### src/hw/rtl/tnau_pkg.sv
`timescale 1ns / 1ps
// ---------------------------------------------------------------------------
// Tree node address unit package
// Word types for both channels, the address constants and the byte table
// used to build radio pipe addresses.
// ---------------------------------------------------------------------------
package tnau_pkg;

    // Field widths.
    localparam int unsigned NodeWidth  = 12;
    localparam int unsigned DigitWidth = 3;
    localparam int unsigned AddrWidth  = 40;

    // Fill byte for unused address bytes.
    localparam logic [7:0] FillByte = 8'hCC;

    // Addresses that are valid although they hold a zero digit.
    localparam logic [NodeWidth-1:0] SpecialNodeA = 12'o0100;
    localparam logic [NodeWidth-1:0] SpecialNodeB = 12'o0010;

    // Lowest and highest digit value allowed in a tree address.
    localparam logic [DigitWidth-1:0] DigitMin = 3'd1;
    localparam logic [DigitWidth-1:0] DigitMax = 3'd5;

    // Input word.
    typedef struct packed {
        logic [NodeWidth-1:0]  tree_addr;
        logic [DigitWidth-1:0] pipe_number;
    } t_in_word;

    // Result word.
    typedef struct packed {
        logic                  address_valid;
        logic [NodeWidth-1:0]  up_node;
        logic [DigitWidth-1:0] up_pipe;
        logic [AddrWidth-1:0]  pipe_address;
    } t_out_word;

    // Translate a digit or pipe value to its address byte; seven has no entry.
    function automatic logic [7:0] xlat_byte(input logic [DigitWidth-1:0] v);
        logic [7:0] b;
        case (v)
            3'd0:    b = 8'hC3;
            3'd1:    b = 8'h3C;
            3'd2:    b = 8'h33;
            3'd3:    b = 8'hCE;
            3'd4:    b = 8'h3E;
            3'd5:    b = 8'hE3;
            3'd6:    b = 8'hEC;
            default: b = FillByte;
        endcase
        return b;
    endfunction

endpackage

### src/hw/rtl/tnau_decode.sv
`timescale 1ns / 1ps
// ---------------------------------------------------------------------------
// Tree node address decoder
// Combinational check of a node address, split into parent node and pipe,
// and assembly of the 40-bit radio pipe address.
// ---------------------------------------------------------------------------
module tnau_decode (
    input  tnau_pkg::t_in_word  i_word,
    output tnau_pkg::t_out_word o_word
);
    import tnau_pkg::*;

    logic [DigitWidth-1:0] digit [4];
    logic [2:0]            num_digits;
    logic                  digits_ok;
    logic [7:0]            addr_byte [5];

    // Split the address into its four octal digits.
    always_comb begin
        for (int k = 0; k < 4; k++) begin
            digit[k] = i_word.tree_addr[DigitWidth*k +: DigitWidth];
        end
    end

    // Count significant digits up to the most significant nonzero one.
    always_comb begin
        if (digit[3] != '0) begin
            num_digits = 3'd4;
        end else if (digit[2] != '0) begin
            num_digits = 3'd3;
        end else if (digit[1] != '0) begin
            num_digits = 3'd2;
        end else if (digit[0] != '0) begin
            num_digits = 3'd1;
        end else begin
            num_digits = 3'd0;
        end
    end

    // Every significant digit must lie in the allowed range.
    always_comb begin
        digits_ok = 1'b1;
        for (int k = 0; k < 4; k++) begin
            if ((3'(k) < num_digits) &&
                ((digit[k] < DigitMin) || (digit[k] > DigitMax))) begin
                digits_ok = 1'b0;
            end
        end
    end

    // Address bytes: pipe byte at the bottom, one byte per significant digit.
    always_comb begin
        addr_byte[0] = xlat_byte(i_word.pipe_number);
        for (int k = 0; k < 4; k++) begin
            addr_byte[k+1] = (3'(k) < num_digits) ? xlat_byte(digit[k]) : FillByte;
        end
    end

    // Parent pipe is the top digit, parent node what lies below it.
    always_comb begin
        o_word.address_valid = digits_ok ||
                               (i_word.tree_addr == SpecialNodeA) ||
                               (i_word.tree_addr == SpecialNodeB);
        case (num_digits)
            3'd4: begin
                o_word.up_pipe = digit[3];
                o_word.up_node = {3'd0, i_word.tree_addr[8:0]};
            end
            3'd3: begin
                o_word.up_pipe = digit[2];
                o_word.up_node = {6'd0, i_word.tree_addr[5:0]};
            end
            3'd2: begin
                o_word.up_pipe = digit[1];
                o_word.up_node = {9'd0, i_word.tree_addr[2:0]};
            end
            3'd1: begin
                o_word.up_pipe = digit[0];
                o_word.up_node = '0;
            end
            default: begin
                o_word.up_pipe = '0;
                o_word.up_node = '0;
            end
        endcase
        o_word.pipe_address = {addr_byte[4], addr_byte[3], addr_byte[2],
                               addr_byte[1], addr_byte[0]};
    end

endmodule

### src/hw/rtl/tree_node_address_unit.sv
`timescale 1ns / 1ps
// ---------------------------------------------------------------------------
// Tree node address unit
// Validates an octal tree node address, finds its parent node and pipe, and
// builds the radio pipe address for a given pipe of that node.
// ---------------------------------------------------------------------------
// One word is taken per cycle while o_in_stall is low. An input register feeds
// the decoder, whose output is caught in a result register, so the result
// reaches o_out_word once the word has passed through both registers.
// The input register loads whenever it is empty or its word moves on, so a
// new word can enter in every cycle while the downstream side keeps taking
// results. A stalled result holds the input register once that is full, which
// then raises o_in_stall; at most two words are held inside.
module tree_node_address_unit (
    input  logic                i_clk,
    input  logic                i_rst_n,
    input  logic                i_in_valid,
    output logic                o_in_stall,
    input  tnau_pkg::t_in_word  i_in_word,
    output logic                o_out_valid,
    input  logic                i_out_stall,
    output tnau_pkg::t_out_word o_out_word
);
    import tnau_pkg::*;

    logic      r_in_valid;
    t_in_word  r_in_word;
    logic      r_out_valid;
    t_out_word r_out_word;
    t_out_word dec_word;
    logic      out_open;
    logic      in_open;

    // The result register can load when empty or when its word is taken.
    assign out_open   = !r_out_valid || !i_out_stall;
    assign in_open    = !r_in_valid || out_open;
    assign o_in_stall = !in_open;

    // Valid flags for both stages.
    always_ff @(posedge i_clk) begin
        if (!i_rst_n) begin
            r_in_valid  <= 1'b0;
            r_out_valid <= 1'b0;
        end else begin
            if (in_open) begin
                r_in_valid <= i_in_valid;
            end
            if (out_open) begin
                r_out_valid <= r_in_valid;
            end
        end
    end

    // Payload registers.
    always_ff @(posedge i_clk) begin
        if (in_open && i_in_valid) begin
            r_in_word <= i_in_word;
        end
        if (out_open && r_in_valid) begin
            r_out_word <= dec_word;
        end
    end

    // Decode between the two registers.
    tnau_decode u_decode (
        .i_word (r_in_word),
        .o_word (dec_word)
    );

    assign o_out_valid = r_out_valid;
    assign o_out_word  = r_out_word;

endmodule

### config.mk
export PLATFORM = sky130hd
export DESIGN_NAME = tree_node_address_unit
export DESIGN_NICKNAME = d
export VERILOG_FILES = /design/src/hw/rtl/tnau_pkg.sv /design/src/hw/rtl/tnau_decode.sv /design/src/hw/rtl/tree_node_address_unit.sv
export SDC_FILE = /design/constraint.sdc
export NUM_CORES = 1
export LEC_CHECK = 0
export ABC_AREA = 1
export BUFFER_PORTS_ARGS = -buffer_cell sky130_fd_sc_hd__buf_4
export CAP_MARGIN = 40
export CORE_MARGIN = 3
export CORE_UTILIZATION = 30
export DETAILED_ROUTE_END_ITERATION = 7
export GPL_TIMING_DRIVEN = 0
export PLACE_DENSITY_LB_ADDON = 0.05
export SLEW_MARGIN = 0
export SYNTH_ARGS = -nofsm -noshare
export SYNTH_HDL_FRONTEND = slang
export SYNTH_SLANG_ARGS = --single-unit
### constraint.sdc
create_clock -name i_clk -period 9.1 [get_ports i_clk]
set_clock_uncertainty 0.1 [all_clocks]
set_input_delay 0.91 -clock i_clk [delete_from_list [all_inputs] [get_ports i_clk]]
set_output_delay 0.91 -clock i_clk [all_outputs]
set_load 0.02 [all_outputs]
==> results of run 1 <==
## state kept, by name (all words and copies together) (netlist names)
name / flops
o_out_valid: 1
o_out_word: 43
r_in_word: 15
r_in_valid: 1
## cells by family (layout without fill, tap and decap cells)
group,count (synthesis),after routing
simple gates,69,69
flops,60,60
buf+inv,51,141
compound gates,30,30
fa+ha+maj,1,1
other cells,1,3
## critical path, stage by stage
cell	delay, ns
sky130_fd_sc_hd__buf_4	0.10
sky130_fd_sc_hd__nand2_1	0.06
sky130_fd_sc_hd__nor2_1	0.13
sky130_fd_sc_hd__buf_4	0.16
## cells in the final DEF, fill, tap and decap left out, types with 4 or more instances in the layout
cell	Yosys	final
sky130_fd_sc_hd__nand3_1	8	8
sky130_fd_sc_hd__o21ai_0	8	8
sky130_fd_sc_hd__buf_4	13	86
sky130_fd_sc_hd__a21oi_1	12	11
sky130_fd_sc_hd__clkinv_2	0	4
sky130_fd_sc_hd__edfxtp_1	58	58
sky130_fd_sc_hd__inv_1	33	33
sky130_fd_sc_hd__clkbuf_8	0	9
sky130_fd_sc_hd__nor2_1	20	20
sky130_fd_sc_hd__nand2_1	28	28
## where the power goes
group | internal [mW] | leakage, nW | switching [mW] | total, mW
clock | 0.0968 | 0.0848 | 0.105 | 0.201
combinational | 0.0341 | 0.864 | 0.0462 | 0.0803
sequential | 0.323 | 0.563 | 0.00825 | 0.331
total | 0.454 | 1.51 | 0.159 | 0.613
## metrics by stage
stage,util,cells
detailed placement,0.397,393
floorplan,-,214
global placement,0.393,392
CTS,0.417,409
global route,0.417,409
finish,0.417,409
## routing by layer
metal  vias up  global-route usage  share of wire
met2        45               0.160           0.46
met3        12              0.0279          0.053
met4         0              0.0662          0.027
met5         -                   0              0
li1        864                   -              -
met1       760               0.137           0.46
## final cells by class
type,count,area [um2],area share
clock buffer,9,124,0.0360
timing repair buffer,74,568,0.165
multi-input combinational,103,541,0.157
clock inverter,7,43.8,0.0127
sequential,60,1780,0.517
buffer,15,120,0.0349
tap,105,131,0.0381
inverter,36,135,0.0392
## how the worst max path moves through the flow
| stage | slack (ns) | depth (start not counted) | from | to |
|---|---|---|---|---|
| floorplan | 5.50 | 1 | i_out_stall | o_out_word[0] |
| global placement | 4.31 | 2 | i_out_stall | o_out_word[55] |
| detailed placement | 6.72 | 4 | i_out_stall | o_in_stall |
| CTS | 6.72 | 4 | i_out_stall | o_in_stall |
| global route | 6.69 | 4 | i_out_stall | o_in_stall |
| finish | 6.72 | 4 | i_out_stall | o_in_stall |
==> impl_metrics.ini, run 1 <==
[detailed_routing]
antenna_violating_nets_post_route = 0
detail_route.vias_per_cell = 4.11
drt-wirelength-per-cell_um = 11.8
drt_pre_antenna_iters = 4
via_count = 1681
routed_wire_length_um = 4840
drc_errors = 0
drt_first_iter_violations = 72

[sta]
hold_ws_ns = 0.430
shortest_period_the_worst_path_allows_ns = 2.38
timing.setup.tns_ns = 0
timing_hold_violations_final = 0
post-route-period-util = 0.261
slew-limit-headroom = 0.550
measured_slew_at_the_worst_slew_check_pin_ns = 0.674
setup_slack_ns = 6.72
fmax_ghz = 0.421
finish_stage_setup_viols = 0
setup_repair_after_global_routing_missed_its_margin = false
slew_violations = 0

[die]
die_outline_height_um = 98.4
design.portCount = 77
floorplan.core_area_um2 = 8260
initial_utilization = 0.310
fp.dieW_um = 98.4
rows = 33
floorplan.die_area_um2 = 9670

[final_layout]
insertedDiodeCount = 0
final_layout_size_suffix_gt1_frac = 0.395
fill_cells = 814
final_net_count = 319
final_cell_area_um2 = 3440
syn_to_final_growth_pct = 34.6

[placement]
place_hpwl_um = 3550
routabilityCongestion = 0.776
io_buffer_count = 73
post_dp_cell_area_um2 = 3280
pre_cts_slack_ns = 6.72

[hold_path]
whs_path_depth = 2
whs_endpoint = o_out_valid
worstHoldPathType = reg -> reg
worst_min_path_start = o_out_valid

[pwr]
pwr_per_cell_area_nw_per_um2 = 178
power.total_mw = 0.613
peakVddDrop_uv = 74.1
leakage_nw = 1.51

[synthesis]
synth_cell_type_count = 28
synth_most_common_cell = sky130_fd_sc_hd__edfxtp_1
synthesis.instances = 212
synth_largest_type_area_fraction = 0.681
post_synth_fa_ha_maj_area_fraction = 0.00489
yosysSeqAreaShare = 0.696
area_fraction_in_and_or_nand_and_nor_cells_after_synthesis = 0.131
async_reset_ff_frac = 0
largest_family_of_logic_cells_by_synthesized_area = simple AND/OR/NAND/NOR gates
synth-edff-count = 58
synthFlopType = sky130_fd_sc_hd__edfxtp_1
synth_top_cells_by_area = sky130_fd_sc_hd__edfxtp_1 68%, sky130_fd_sc_hd__inv_1 4.8%, sky130_fd_sc_hd__nand2_1 4.1%, sky130_fd_sc_hd__buf_4 3.8%, sky130_fd_sc_hd__nor2_1 2.9%
ys_seq_elements = 60
synthesis.yosys.warnings = 0
synth-compound-area-share = 0.0670
ys_top_cells_by_count = 58 x sky130_fd_sc_hd__edfxtp_1, 33 x sky130_fd_sc_hd__inv_1, 28 x sky130_fd_sc_hd__nand2_1, 20 x sky130_fd_sc_hd__nor2_1, 13 x sky130_fd_sc_hd__buf_4
postSynthAreaPerCell_um2 = 12.1
post_synth_mux_area_share = 0
synthXorXnorAreaFrac = 0
mappedNetlistArea_um2 = 2560
cell_taking_the_most_area_after_synthesis = sky130_fd_sc_hd__edfxtp_1

[clock_tree]
numCtsBuffers = 9
worst_skew_pair.late_latency_ns = 0.34
htreeDepth = 3
clkSinkCount = 60
max-clock-path-buffers = 2
hold_buffers = 0
cts.clk_slew.worst_paths_ns = 0.06
root_buffer = sky130_fd_sc_hd__clkbuf_8
postCtsResizedCells = 0
cts_tree = built
post_cts_buffers = 0

[setup_path]
ff2ff_setup_slack_ns = 7.48
path_class = in -> out
critPathMaxFanout = 2
rr_startpoint = r_in_word[9]
crit_arrival_ns = 1.37
critical_path.startpoint_type = input port
critical_path_required_ns = 8.09
timing.critical_path.to_type = output port
regToRegEndpoint = o_out_word[9]
count_of_cells_along_the_worst_register_to_register_path = 6

[global_routing]
global_route.usage.total = 0.107
global_route_wire_length_before_repair_um = 7940
antenna_found_initial = 0
largest_net_degree_at_the_start_of_global_routing = 26
overflow = 0
via_count_of_the_first_global_routing_pass = 1655

[run]
maxCapViolCount = 0

[status]
status = completed
(Power assumes the default switching activity.)
==> run 2, diff against run 1 <==
clock period = 2.17 ns   (was 9.1 ns; I/O delays follow)
==> run 2 against run 1 <==
Net effect: sequential share of layout area shrank 2.7 points; routed wire length up 3.0%; largest cell class unchanged; clock-buffer cell count unchanged; die area unchanged; worst hold slack worse by 0.39 ns.
==> impl_metrics.ini, run 2 (synthesized netlist as in run 1, its figures left out) <==
[sta]
slew-limit-headroom = 0.553
fmax_ghz = 0.613
finish_stage_setup_viols = 0
setup_repair_after_global_routing_missed_its_margin = false
measured_slew_at_the_worst_slew_check_pin_ns = 0.669
shortest_period_the_worst_path_allows_ns = 1.63
post-route-period-util = 0.752
timing_hold_violations_final = 0
slew_violations = 0
timing.setup.tns_ns = 0
setup_slack_ns = 0.538

[final_layout]
fill_cells = 818
final_cell_area_um2 = 3630
syn_to_final_growth_pct = 42.0
insertedDiodeCount = 0
final_layout_size_suffix_gt1_frac = 0.367
largest_register_ff_count = 43
layout.cells.most_common = sky130_fd_sc_hd__buf_4
final_net_count = 334
final_cell_mix = 86 x sky130_fd_sc_hd__buf_4, 58 x sky130_fd_sc_hd__edfxtp_1, 33 x sky130_fd_sc_hd__inv_1, 28 x sky130_fd_sc_hd__nand2_1, 20 x sky130_fd_sc_hd__nor2_1

[hold_path]
worstHoldPathType = in -> reg
whs_endpoint = o_out_valid
whs_path_depth = 3
worst_min_path_start = i_rst_n

[setup_path]
critical_path.startpoint_type = flip-flop
crit_arrival_ns = 1.62
timing.critical_path.to_type = flip-flop
regToRegEndpoint = o_out_word[9]
count_of_cells_along_the_worst_register_to_register_path = 6
path_class = reg -> reg
critical_path_required_ns = 2.16
rr_startpoint = r_in_word[9]
critPathMaxFanout = 10
ff2ff_setup_slack_ns = 0.54

[run]
maxCapViolCount = 0

[die]
floorplan.die_area_um2 = 9670
floorplan.core_area_um2 = 8260
rows = 33
fp.dieW_um = 98.4
initial_utilization = 0.310
design.portCount = 77
die_outline_height_um = 98.4

[detailed_routing]
antenna_violating_nets_post_route = 0
routed_wire_length_um = 4980
via_count = 1778
drt-wirelength-per-cell_um = 11.7
detail_route.vias_per_cell = 4.19
drc_errors = 0
drt_pre_antenna_iters = 4
drt_first_iter_violations = 58

[clock_tree]
htreeDepth = 3
cts_tree = built
max-clock-path-buffers = 2
post_cts_buffers = 0
cts.clk_slew.worst_paths_ns = 0.07
worst_skew_pair.late_latency_ns = 0.33
postCtsResizedCells = 0
root_buffer = sky130_fd_sc_hd__clkbuf_8
numCtsBuffers = 9
clkSinkCount = 60

[pwr]
switching_share = 0.234
comb_power_share = 0.128
leakage_nw = 1.60
power.share.clock = 0.376
pwr_per_cell_area_nw_per_um2 = 771
seq_power_share = 0.496
p_int_mw = 2.14
power.switching_mw = 0.657
peakVddDrop_uv = 331

[placement]
routabilityCongestion = 0.739
pre_cts_slack_ns = 0.539
post_dp_cell_area_um2 = 3280
place_hpwl_um = 3620
io_buffer_count = 73

[global_routing]
overflow = 0
global_route.usage.total = 0.110
global_route_wire_length_before_repair_um = 8220
via_count_of_the_first_global_routing_pass = 1733
antenna_found_initial = 0
largest_net_degree_at_the_start_of_global_routing = 27

[status]
status = completed
-- run 2: final cells by class --
cell class,instances,area [um2],share of cell area
plain buffers,15,120,0.0331
multi-input cells,103,541,0.149
flip-flops and latches,60,1780,0.491
clock inverters,7,81.3,0.0224
repair buffers,89,718,0.198
clock buffers,9,124,0.0341
inverters,36,135,0.0372
well taps,105,131,0.0362
-- run 2: power groups by stage --
stage | Sequential, mW | Clock [mW] | Combinational (mW)
floorplan | 1.46 | 0 | 0.147
global placement | 1.41 | 0 | 0.337
detailed placement | 1.41 | 0 | 0.343
CTS | 1.39 | 1.09 | 0.366
global route | 1.40 | 1.14 | 0.394
finish | 1.39 | 1.05 | 0.360
-- run 2: through the flow --
stage | std cells | total power, mW | hold slack, ns | util
6_report | 424 | 2.80 | 0.0414 | 0.440
5_1_grt | 424 | 2.93 | 0.0487 | 0.440
4_1_cts | 424 | 2.85 | 0.0236 | 0.440
3_5_place_dp | 393 | 1.76 | 0.296 | 0.397
3_3_place_gp | 392 | 1.75 | 0.295 | 0.394
2_1_floorplan | 214 | 1.61 | 0.216 | -
-- run 2: worst max path at each step --
stage / startpoint / to / slack [ns] / cells after the start
finish: r_in_word[9] / o_out_word[9] / 0.54 / 6
detailed placement: r_in_word[9] / o_out_word[9] / 0.54 / 6
global placement: o_out_valid / o_out_word[55] / 0.19 / 1
floorplan: o_out_valid / r_in_word[0] / 0.48 / 5
global route: r_in_word[9] / o_out_word[9] / 0.42 / 6
CTS: r_in_word[9] / o_out_word[9] / 0.52 / 6
-- run 2: layer usage --
layer | global-route usage | routed length [um]
met5 | 0 | 0
met4 | 0.0599 | 112
met3 | 0.0357 | 296
met1 | 0.133 | 2200
met2 | 0.174 | 2370
-- run 2: critical path, stage by stage (launching register included) --
cell	delay, ns
sky130_fd_sc_hd__edfxtp_1	0.48
sky130_fd_sc_hd__nor2_4	0.23
sky130_fd_sc_hd__nand3_4	0.19
sky130_fd_sc_hd__nor2_8	0.18
sky130_fd_sc_hd__nand2_2	0.08
sky130_fd_sc_hd__nand3_1	0.08
sky130_fd_sc_hd__inv_1	0.04
-- run 2: what timing repair did --
| action | 4_1_cts | 5_1_grt |
|---|---|---|
| endpoints found under the hold margin | 15 | 0 |
| hold buffers | 15 | 0 |
| setup endpoints to repair | 0 | 0 |
